==> config.mk <==
export PLATFORM = sky130hd
export DESIGN_NAME = fractional_step_image_decimator_unit
export DESIGN_NICKNAME = d
export VERILOG_FILES = /design/src/hdl/fsid_pkg.sv /design/src/hdl/fsid_scale.sv /design/src/hdl/fractional_step_image_decimator_unit.sv
export SDC_FILE = /design/constraint.sdc
export NUM_CORES = 2
export LEC_CHECK = 0
export ABC_AREA = 1
export BUFFER_PORTS_ARGS = -buffer_cell sky130_fd_sc_hd__buf_2
export CORE_UTILIZATION = 32
export CTS_CLUSTER_DIAMETER = 30
export DETAILED_ROUTE_END_ITERATION = 10
export GPL_TIMING_DRIVEN = 0
export SYNTH_ARGS = -nofsm -noshare
export SYNTH_HDL_FRONTEND = slang
export SYNTH_SLANG_ARGS = --single-unit
==> constraint.sdc <==
create_clock -name clk -period 14.6 [get_ports clk]
set_input_delay 2.92 -clock clk [delete_from_list [all_inputs] [get_ports clk]]
set_output_delay 2.92 -clock clk [all_outputs]
set_load 0.005 [all_outputs]
==> src/hdl/fsid_pkg.sv <==
// Shared constants, register indexes and helper functions of the image decimator.
`timescale 1ns / 1ps

package fsid_pkg;

    localparam int DIM_BITS   = 12;                      // counter width, max 4096 per axis
    localparam int FRAC_BITS  = 12;                      // fraction bits of step and offset
    localparam int POS_W      = DIM_BITS + FRAC_BITS + 1;
    localparam int DIMCFG_W   = 13;
    localparam int STEP_W     = 16;
    localparam int OFS_W      = 24;
    localparam int GAIN_W     = 2 * STEP_W;
    localparam int PIX_W      = 16;
    localparam int OUT_W      = 32;
    localparam int OUT_FRAC   = 8;
    localparam int GAIN_SHIFT = 2 * FRAC_BITS - OUT_FRAC;
    localparam int CFG_IDX_W  = 3;
    localparam int CFG_DATA_W = 24;

    localparam logic [CFG_IDX_W-1:0] REG_IMAGE_ROWS   = 3'd0;
    localparam logic [CFG_IDX_W-1:0] REG_IMAGE_COLS   = 3'd1;
    localparam logic [CFG_IDX_W-1:0] REG_SAMPLE_STEP  = 3'd2;
    localparam logic [CFG_IDX_W-1:0] REG_START_OFFSET = 3'd3;
    localparam logic [CFG_IDX_W-1:0] REG_NORMALIZE    = 3'd4;

    localparam logic [DIMCFG_W-1:0] DIM_MAX  = DIMCFG_W'(1 << DIM_BITS);
    localparam logic [STEP_W-1:0]   STEP_ONE = STEP_W'(1 << FRAC_BITS);

    // Reset values of the derived register copies.
    localparam logic [DIMCFG_W-1:0] DIM_RESET  = DIMCFG_W'(1);
    localparam logic [STEP_W-1:0]   STEP_RESET = STEP_W'(8192);
    localparam logic [GAIN_W-1:0]   GAIN_RESET = GAIN_W'(64'd8192 * 64'd8192);

    // Clamp a dimension into 1 .. 2^DIM_BITS.
    function automatic logic [DIMCFG_W-1:0] eff_dim(input logic [DIMCFG_W-1:0] d);
        logic [DIMCFG_W-1:0] r;
        if (d == '0)
            r = DIMCFG_W'(1);
        else if (d > DIM_MAX)
            r = DIM_MAX;
        else
            r = d;
        return r;
    endfunction

    // Steps below one are taken as one.
    function automatic logic [STEP_W-1:0] eff_step(input logic [STEP_W-1:0] s);
        return (s < STEP_ONE) ? STEP_ONE : s;
    endfunction

endpackage

==> src/hdl/fsid_scale.sv <==
// Gain stage: pixel times step squared (or times one), floor shift and saturation to Q24.8.
`timescale 1ns / 1ps

module fsid_scale (
    input  logic signed [fsid_pkg::PIX_W-1:0]  pixel,
    input  logic        [fsid_pkg::GAIN_W-1:0] gain,
    input  logic                               normalize,
    output logic signed [fsid_pkg::OUT_W-1:0]  scaled
);
    import fsid_pkg::*;

    localparam int PROD_W = PIX_W + GAIN_W + 1;
    localparam int SHR_W  = PROD_W - GAIN_SHIFT;

    logic signed [PROD_W-1:0] prod;
    logic signed [SHR_W-1:0]  shifted;
    logic signed [OUT_W-1:0]  sat_value;
    logic signed [OUT_W-1:0]  unity_value;

    always_comb
    begin
        prod    = PROD_W'(pixel) * $signed({1'b0, gain});
        // arithmetic shift: rounds toward minus infinity
        shifted = prod[PROD_W-1:GAIN_SHIFT];
        if (shifted > SHR_W'(signed'({1'b0, {(OUT_W-1){1'b1}}})))
            sat_value = {1'b0, {(OUT_W-1){1'b1}}};
        else if (shifted < -(SHR_W'(signed'({1'b0, {(OUT_W-1){1'b1}}}))) - SHR_W'(1))
            sat_value = {1'b1, {(OUT_W-1){1'b0}}};
        else
            sat_value = shifted[OUT_W-1:0];
        unity_value = {OUT_W'(pixel)} <<< OUT_FRAC;
        scaled      = normalize ? sat_value : unity_value;
    end

endmodule

==> src/hdl/fractional_step_image_decimator_unit.sv <==
// Top level of the fractional-step nearest-neighbor image decimator.
`timescale 1ns / 1ps

// Usage:
//   Input beats on s_* carry signed 16-bit pixels of one image in raster order.
//   Each pixel whose row and column match the floors of the running Q13.12
//   sample positions leaves on m_* as a signed Q24.8 value, times step squared
//   when normalize is set. m_tuser marks the last sample of an output row and
//   m_tlast the last sample of the frame. Other pixels are dropped.
//   Configuration: cfg_we with cfg_index/cfg_wdata writes a register; any
//   write, also to an unused index, restarts the frame. Write only while no
//   beat is in flight.
//   Throughput: one input beat per clock while s_tready is high. The sample
//   decision and counter update act at the input and register the pixel in
//   stage 1; the gain multiply feeds the output register (stage 2) on m_*.
//   The step-squared gain is formed once, when the step register is written.
//   Reset clears counters, registers to their defaults (1 x 1 image, step 2.0,
//   offset 0, gain off) and empties the pipeline.
//   When the receiver stalls, the output register holds its beat; the stage
//   behind it keeps taking dropped pixels and holds one more selected pixel,
//   then s_tready drops until m_tready.
module fractional_step_image_decimator_unit (
    input  logic                              clk,
    input  logic                              rst_n,
    // configuration write port
    input  logic                              cfg_we,
    input  logic [fsid_pkg::CFG_IDX_W-1:0]    cfg_index,
    input  logic [fsid_pkg::CFG_DATA_W-1:0]   cfg_wdata,
    // input pixel stream
    input  logic                              s_tvalid,
    output logic                              s_tready,
    input  logic [fsid_pkg::PIX_W-1:0]        s_tdata,   // [15:0] pixel_value
    // output sample stream
    output logic                              m_tvalid,
    input  logic                              m_tready,
    output logic [fsid_pkg::OUT_W-1:0]        m_tdata,   // [31:0] scaled_value
    output logic                              m_tlast,   // last_in_frame
    output logic                              m_tuser    // [0] last_in_row
);
    import fsid_pkg::*;

    // configuration, kept in effective (clamped) form
    logic [DIMCFG_W-1:0] rows_reg;
    logic [DIMCFG_W-1:0] cols_reg;
    logic [STEP_W-1:0]   step_reg;
    logic [OFS_W-1:0]    offset_reg;
    logic                normalize_reg;
    logic [GAIN_W-1:0]   gain_reg;

    // sampling grid state
    logic [DIM_BITS-1:0] row_cnt_reg, row_cnt_next;
    logic [DIM_BITS-1:0] col_cnt_reg, col_cnt_next;
    logic [POS_W-1:0]    row_pos_reg, row_pos_next;
    logic [POS_W-1:0]    col_pos_reg, col_pos_next;

    // stage 1: selected pixel and marks
    logic                    s1_valid_reg;
    logic signed [PIX_W-1:0] s1_pixel_reg;
    logic                    s1_lrow_reg;
    logic                    s1_lframe_reg;

    // stage 2: output register
    logic                    out_valid_reg;
    logic [OUT_W-1:0]        out_value_reg;
    logic                    out_lrow_reg;
    logic                    out_lframe_reg;

    logic                    advance;
    logic                    in_fire;
    logic                    row_hit;
    logic                    col_hit;
    logic                    col_end;
    logic                    row_end;
    logic                    lrow;
    logic                    lframe;
    logic [POS_W:0]          col_sum;
    logic [POS_W:0]          row_sum;
    logic [POS_W-1:0]        offset_pos;
    logic [STEP_W-1:0]       wr_step;
    logic signed [OUT_W-1:0] scaled;

    // The output register frees when empty or taken; stage 1 moves with it.
    assign advance  = !out_valid_reg || m_tready;
    assign s_tready = !s1_valid_reg || advance;
    assign in_fire  = s_tvalid && s_tready;

    assign offset_pos = POS_W'(offset_reg);
    assign wr_step    = eff_step(cfg_wdata[STEP_W-1:0]);

    // Sample decision and end-of-row / end-of-frame marks.
    always_comb
    begin
        row_hit = row_pos_reg[POS_W-1:FRAC_BITS] == {1'b0, row_cnt_reg};
        col_hit = col_pos_reg[POS_W-1:FRAC_BITS] == {1'b0, col_cnt_reg};
        col_sum = {1'b0, col_pos_reg} + (POS_W+1)'(step_reg);
        row_sum = {1'b0, row_pos_reg} + (POS_W+1)'(step_reg);
        lrow    = col_sum[POS_W:FRAC_BITS] >= (POS_W+1-FRAC_BITS)'(cols_reg);
        lframe  = lrow && (row_sum[POS_W:FRAC_BITS] >= (POS_W+1-FRAC_BITS)'(rows_reg));
        col_end = ({1'b0, col_cnt_reg} + DIMCFG_W'(1)) >= cols_reg;
        row_end = ({1'b0, row_cnt_reg} + DIMCFG_W'(1)) >= rows_reg;
    end

    // Grid advance: counters wrap at the image edges, positions step on a hit.
    always_comb
    begin
        row_cnt_next = row_cnt_reg;
        col_cnt_next = col_cnt_reg;
        row_pos_next = row_pos_reg;
        col_pos_next = col_pos_reg;
        if (cfg_we)
        begin
            // restart the frame; on an offset write take the new offset
            row_cnt_next = '0;
            col_cnt_next = '0;
            if (cfg_index == REG_START_OFFSET)
            begin
                row_pos_next = POS_W'(cfg_wdata);
                col_pos_next = POS_W'(cfg_wdata);
            end
            else
            begin
                row_pos_next = offset_pos;
                col_pos_next = offset_pos;
            end
        end
        else if (in_fire)
        begin
            if (col_end)
            begin
                col_cnt_next = '0;
                col_pos_next = offset_pos;
                if (row_end)
                begin
                    row_cnt_next = '0;
                    row_pos_next = offset_pos;
                end
                else
                begin
                    if (row_hit)
                        row_pos_next = row_pos_reg + POS_W'(step_reg);
                    row_cnt_next = row_cnt_reg + DIM_BITS'(1);
                end
            end
            else
            begin
                if (col_hit)
                    col_pos_next = col_pos_reg + POS_W'(step_reg);
                col_cnt_next = col_cnt_reg + DIM_BITS'(1);
            end
        end
    end

    // Configuration registers; the gain is squared once at the step write.
    always_ff @(posedge clk or negedge rst_n)
    begin
        if (!rst_n)
        begin
            rows_reg      <= DIM_RESET;
            cols_reg      <= DIM_RESET;
            step_reg      <= STEP_RESET;
            offset_reg    <= '0;
            normalize_reg <= 1'b0;
            gain_reg      <= GAIN_RESET;
        end
        else if (cfg_we)
        begin
            case (cfg_index)
                REG_IMAGE_ROWS:   rows_reg      <= eff_dim(cfg_wdata[DIMCFG_W-1:0]);
                REG_IMAGE_COLS:   cols_reg      <= eff_dim(cfg_wdata[DIMCFG_W-1:0]);
                REG_SAMPLE_STEP:
                begin
                    step_reg <= wr_step;
                    gain_reg <= GAIN_W'(wr_step) * GAIN_W'(wr_step);
                end
                REG_START_OFFSET: offset_reg    <= cfg_wdata[OFS_W-1:0];
                REG_NORMALIZE:    normalize_reg <= cfg_wdata[0];
                default:          ;
            endcase
        end
    end

    always_ff @(posedge clk or negedge rst_n)
    begin
        if (!rst_n)
        begin
            row_cnt_reg <= '0;
            col_cnt_reg <= '0;
            row_pos_reg <= '0;
            col_pos_reg <= '0;
        end
        else
        begin
            row_cnt_reg <= row_cnt_next;
            col_cnt_reg <= col_cnt_next;
            row_pos_reg <= row_pos_next;
            col_pos_reg <= col_pos_next;
        end
    end

    // Stage 1: hold the selected pixel until the output register frees.
    always_ff @(posedge clk or negedge rst_n)
    begin
        if (!rst_n)
            s1_valid_reg <= 1'b0;
        else if (in_fire)
            s1_valid_reg <= row_hit && col_hit;
        else if (advance)
            s1_valid_reg <= 1'b0;
    end

    always_ff @(posedge clk)
    begin
        if (in_fire)
        begin
            s1_pixel_reg  <= s_tdata;
            s1_lrow_reg   <= lrow;
            s1_lframe_reg <= lframe;
        end
    end

    fsid_scale u_scale (
        .pixel     (s1_pixel_reg),
        .gain      (gain_reg),
        .normalize (normalize_reg),
        .scaled    (scaled)
    );

    // Stage 2: output register, held while the receiver stalls.
    always_ff @(posedge clk or negedge rst_n)
    begin
        if (!rst_n)
            out_valid_reg <= 1'b0;
        else if (advance)
            out_valid_reg <= s1_valid_reg;
    end

    always_ff @(posedge clk)
    begin
        if (advance && s1_valid_reg)
        begin
            out_value_reg  <= scaled;
            out_lrow_reg   <= s1_lrow_reg;
            out_lframe_reg <= s1_lframe_reg;
        end
    end

    assign m_tvalid = out_valid_reg;
    assign m_tdata  = out_value_reg;
    assign m_tuser  = out_lrow_reg;
    assign m_tlast  = out_lframe_reg;

endmodule

### After elaboration in Yosys (flattened, before gate mapping)

Index checks and enable logic that the tools add are counted.

* bits of input ports: 48
* word-level logic and storage cells: 91
* flip-flop bits (word level): 227
* output and inout port bits: 36

* $mul: 2
* muxes and demuxes: 25
* eq/ne operators: 6
* $add $sub $neg: 8
* reduce and logical (&&, ||, !) cells: 23
* magnitude comparators: 8

Operators with widths (count)
* $mux W25: 9
* $mux W32: 3
* $mux W12: 7
* $add A25 B16 Y26: 2
* $add A25 B16 Y25: 2
* $mul A16 B33 Y49: 1
* $gt A33 B32 Y1 const B: 1
* $lt A33 B32 Y1 const B: 1
* $mul A16 B16 Y32: 1
* $ge A14 B13 Y1: 2
* $add A12 B1 Y13 const B: 2
* $eq A13 B12 Y1: 2
* $ge A13 B13 Y1: 2
* $mux W13: 2
* $add A12 B1 Y12 const B: 2
* $mux W24: 1
* $lt A16 B13 Y1 const B: 1
* $mux W16: 1
* $reduce_and A2 Y1: 7
* $gt A13 B13 Y1 const B: 1
* $logic_not A13 Y1: 1
* $eq A3 B2 Y1 const B: 2
* $reduce_bool A2 Y1: 3
* $reduce_bool A3 Y1: 2
* other kinds (8): 14

### Depth between registers and ports, before layout

* depth in word-level cells: 6
* mapped depth: 32
* depth with buffers taken out: 30

### Modules after synthesis

Synthesis repeated with hierarchy kept, for this count alone.

* cells, all modules: 5502
* area, all modules: 40172.3 um^2

By module, submodules not included
* fractional_step_image_decimator_unit: times used 1, area each 21554.4 um^2, sequential area each 5895.7 um^2, cells each 2874
* fsid_scale: times used 1, area each 18617.9 um^2, sequential area each 0.0 um^2, cells each 2628

### Worst setup path before layout

Ideal clock, no wire load.

* kind: input to register
* start: input port cfg_wdata[12] (netlist name)
* end: register gain_reg[24]
* buffers on the path: 3
* data required time: 14482 ps
* library setup time: 118 ps
* stages on the path: 27
* data arrival time: 8891 ps
* slack: 5591 ps
* cells stage by stage: clkbuf_1 -> nor4_1 -> buf_2 -> inv_1 -> nand2_1 -> buf_2 -> nand2_1 -> fa_1 -> inv_1 -> fa_1 -> inv_1 -> fa_1 -> fa_1 -> inv_1 -> fa_1 -> inv_1 -> fa_1 -> inv_1 -> ha_1 -> a21oi_1 -> o21ai_0 -> a21oi_1 -> nand3_1 -> a21o_1 -> or2_2 -> nand3_1 -> nand2_1

* word-level cells in the longest chain between the ends: 3

Ends and longest elaborated chain
* start, declared: RTL line fractional_step_image_decimator_unit.sv:28 `input logic [fsid_pkg::CFG_DATA_W-1:0] cfg_wdata,`
* $lt A16 B13 Y1: RTL line fsid_pkg.sv:48 `return (s < STEP_ONE) ? STEP_ONE : s;`
* $mux W16 *: RTL line fsid_pkg.sv:48
* via wr_step[12]: RTL line fractional_step_image_decimator_unit.sv:79 `logic [STEP_W-1:0] wr_step;`
* $mul A16 B16 Y32 *: RTL line fractional_step_image_decimator_unit.sv:173 `gain_reg <= GAIN_W'(wr_step) * GAIN_W'(wr_step);`
* end signal, assigned: RTL line fractional_step_image_decimator_unit.sv:173
* end, declared: RTL line fractional_step_image_decimator_unit.sv:48 `logic [GAIN_W-1:0] gain_reg;`

The timed path passes the listed nets; every way through them passes the cells marked *.
A chain may end at the register's enable or synchronous reset.

### Worst setup path after layout

* start: input port cfg_wdata[12] (netlist name)
* end: register gain_reg[27]

The elaborated chain is that of the path after synthesis.

==> results.json <==
{
  "setup_tns_ps": 0,
  "cts-resized-gates": 0,
  "first_iter_violations": 2670,
  "final_nets": 6324,
  "antenna_found_initial": 3,
  "die_x_um": 351,
  "path_class": "input pin to flip-flop",
  "vias_per_cell": 4.80,
  "synthArstFlopShare": 0.769,
  "rows": 127,
  "synth_area_um2": 38900,
  "cts-root-buf": "clkbuf_16",
  "start_util": 0.323,
  "ctsHtreeMaxLevel": 2,
  "routabilityCongestion": 0.980,
  "drtAntennaViolNets": 0,
  "cts_setup_buffers": 0,
  "ios": 84,
  "critPathLaunch": "cfg_wdata[12]",
  "register_area_um2": 5900,
  "relSlewSlack": 0.201,
  "cts_tree": "done",
  "holdWs_ps": 423,
  "finalHoldViolations": 0,
  "wirelength_um": 128000,
  "mostFrequentLayoutCells": "nand2_1, inv_1, fa_1",
  "clockBufferDepth": 3,
  "cpMaxStageDelayCell": "nor4_1",
  "synth_edf_count": 52,
  "yosysSeqAreaShare": 0.152,
  "grt_max_degree": 95,
  "final_common_cell": "nand2_1",
  "antennaDiodeCount": 0,
  "die_h_um": 351,
  "max_stage_delay_ps": 820,
  "grt_usage": 0.211,
  "finalCritPeriodShare": 0.696,
  "maxSlewViolCount": 0,
  "r2r_end": "m_tdata[19]",
  "synth_warnings": 0,
  "dieArea_um2": 123000,
  "syn_inst": 5220,
  "finalSetupViolCount": 0,
  "fin_skew_ps": 49.3,
  "worstPathArrival_ps": 10720,
  "clk_pin_slew_ps": 50,
  "cts_buffers": 56,
  "critical_path_required_ps": 15160,
  "syn_avg_cell_area_um2": 7.45,
  "ys.flop_type": "dfrtp_1",
  "first_pass_iters": 5,
  "hpwl_um": 106000,
  "grt_pass1_wl_um": 199000,
  "max_cap_violations": 0,
  "worstRegToRegCells": 28,
  "port_buffers": 81,
  "rr_startpoint": "gain_reg[26]",
  "cp-start-kind": "input pin",
  "syn2layout_area_growth_pct": 11.9,
  "coreArea_um2": 120000,
  "synth_cell_type_count": 53,
  "drc": 0,
  "hold_buffers": 0,
  "grt.overflow.total": 0,
  "fmax_ghz": 0.0984,
  "wl_per_cell_um": 18.2,
  "hold_path.class": "flip-flop to flip-flop",
  "grt_pass1_vias": 34600,
  "whs_path_depth": 0,
  "endpoint": "gain_reg[27]",
  "worst_pin_slew_ps": 1200,
  "clock-sinks": 225,
  "rrSetupSlack_ps": 6530,
  "clk_latency_ps": 650,
  "cp-end-kind": "flip-flop",
  "grt_setup_unrepaired": "no",
  "status": "finished, final reports clean",
  "vias": 33700,
  "yosys_register_bits": 225,
  "n_fill_cell": 12700,
  "largest_register_ffs": 32,
  "multiInputGateArea_um2": 27400,
  "period_minus_slack_ps": 10160,
  "drive_gt1_frac": 0.0473,
  "crit_fanout": 10
}
[how the worst min path moves through the flow]
| stage | endpoint | from |
|---|---|---|
| 2_1_floorplan | m_tlast | s1_lframe_reg |
| 3_3_place_gp | m_tlast | s1_lframe_reg |
| 3_5_place_dp | m_tlast | s1_lframe_reg |
| 4_1_cts | m_tlast | s1_lframe_reg |
| 5_1_grt | m_tlast | s1_lframe_reg |
| 6_report | m_tlast | s1_lframe_reg |
[worst max-delay path, delay by kind of cell]
kind	cells	cell delay (ps)
buffers and inverters	10	1520
adder cells (fa/ha/maj)	7	3520
AND/OR/NAND/NOR	13	2750
[metal layers]
metal,global-route usage,part of all wire,vias to the layer above
met5,0,0.00013,-
met4,0.0740,0.040,2
met3,0.0400,0.078,255
met2,0.344,0.45,1250
met1,0.277,0.43,16300
li1,-,-,15900
[stage by stage]
step                cell area (um^2)  setup WS [ps]  std cells   util
finish                         43500           4440       7025  0.362
global route                   43500           4180       7025  0.362
floorplan                      38900           5590       5224      -
global placement               41300           3900       6917  0.344
detailed placement             41400           3910       6919  0.344
CTS                            43500           4540       7025  0.362
[cell usage after synthesis (all sizes together), types with 5 or more instances]
cell | instances | area share
xnor2 | 42 | 0.0095
a21o | 13 | 0.0025
o211ai | 8 | 0.0015
nand2 | 1313 | 0.13
nand3 | 133 | 0.017
o21ai | 184 | 0.024
a31oi | 5 | 0.00080
xor2 | 55 | 0.012
or2 | 17 | 0.0027
ha | 336 | 0.11
nor2 | 436 | 0.043
nor3 | 38 | 0.0051
nand3b | 12 | 0.0023
o22ai | 15 | 0.0024
buf | 22 | 0.0034
edfxtp | 52 | 0.040
a21oi | 197 | 0.025
nor4 | 15 | 0.0024
nand4 | 38 | 0.0063
o31ai | 22 | 0.0042
fa | 575 | 0.30
dfrtp | 169 | 0.11
clkinv | 9 | 0.00087
clkbuf | 151 | 0.015
o21bai | 25 | 0.0048
a21boi | 7 | 0.0014
inv | 1305 | 0.13
[layout make-up]
type,count,share of cell area
plain buffers,173,0.0161
well taps,1612,0.0464
flip-flops and latches,225,0.135
multi-input cells,3512,0.630
repair buffers,83,0.0106
clock inverters,42,0.0146
clock buffers,64,0.0338
inverters,1314,0.113
[logic make-up (layout without fill, tap and decap cells)]
group | after synthesis | count (layout) | synth area share
fa+ha+maj | 911 | 911 | 0.404
simple gates | 2009 | 2009 | 0.208
other cells | 2 | 6 | 0.000193
xor+xnor | 97 | 97 | 0.0218
flops | 225 | 225 | 0.152
compound gates | 489 | 489 | 0.0694
buf+inv | 1487 | 1676 | 0.145
Power is left out: the tool's default activity adds up to more than one toggle a clock period on the data nets, which glitch-free logic cannot reach.
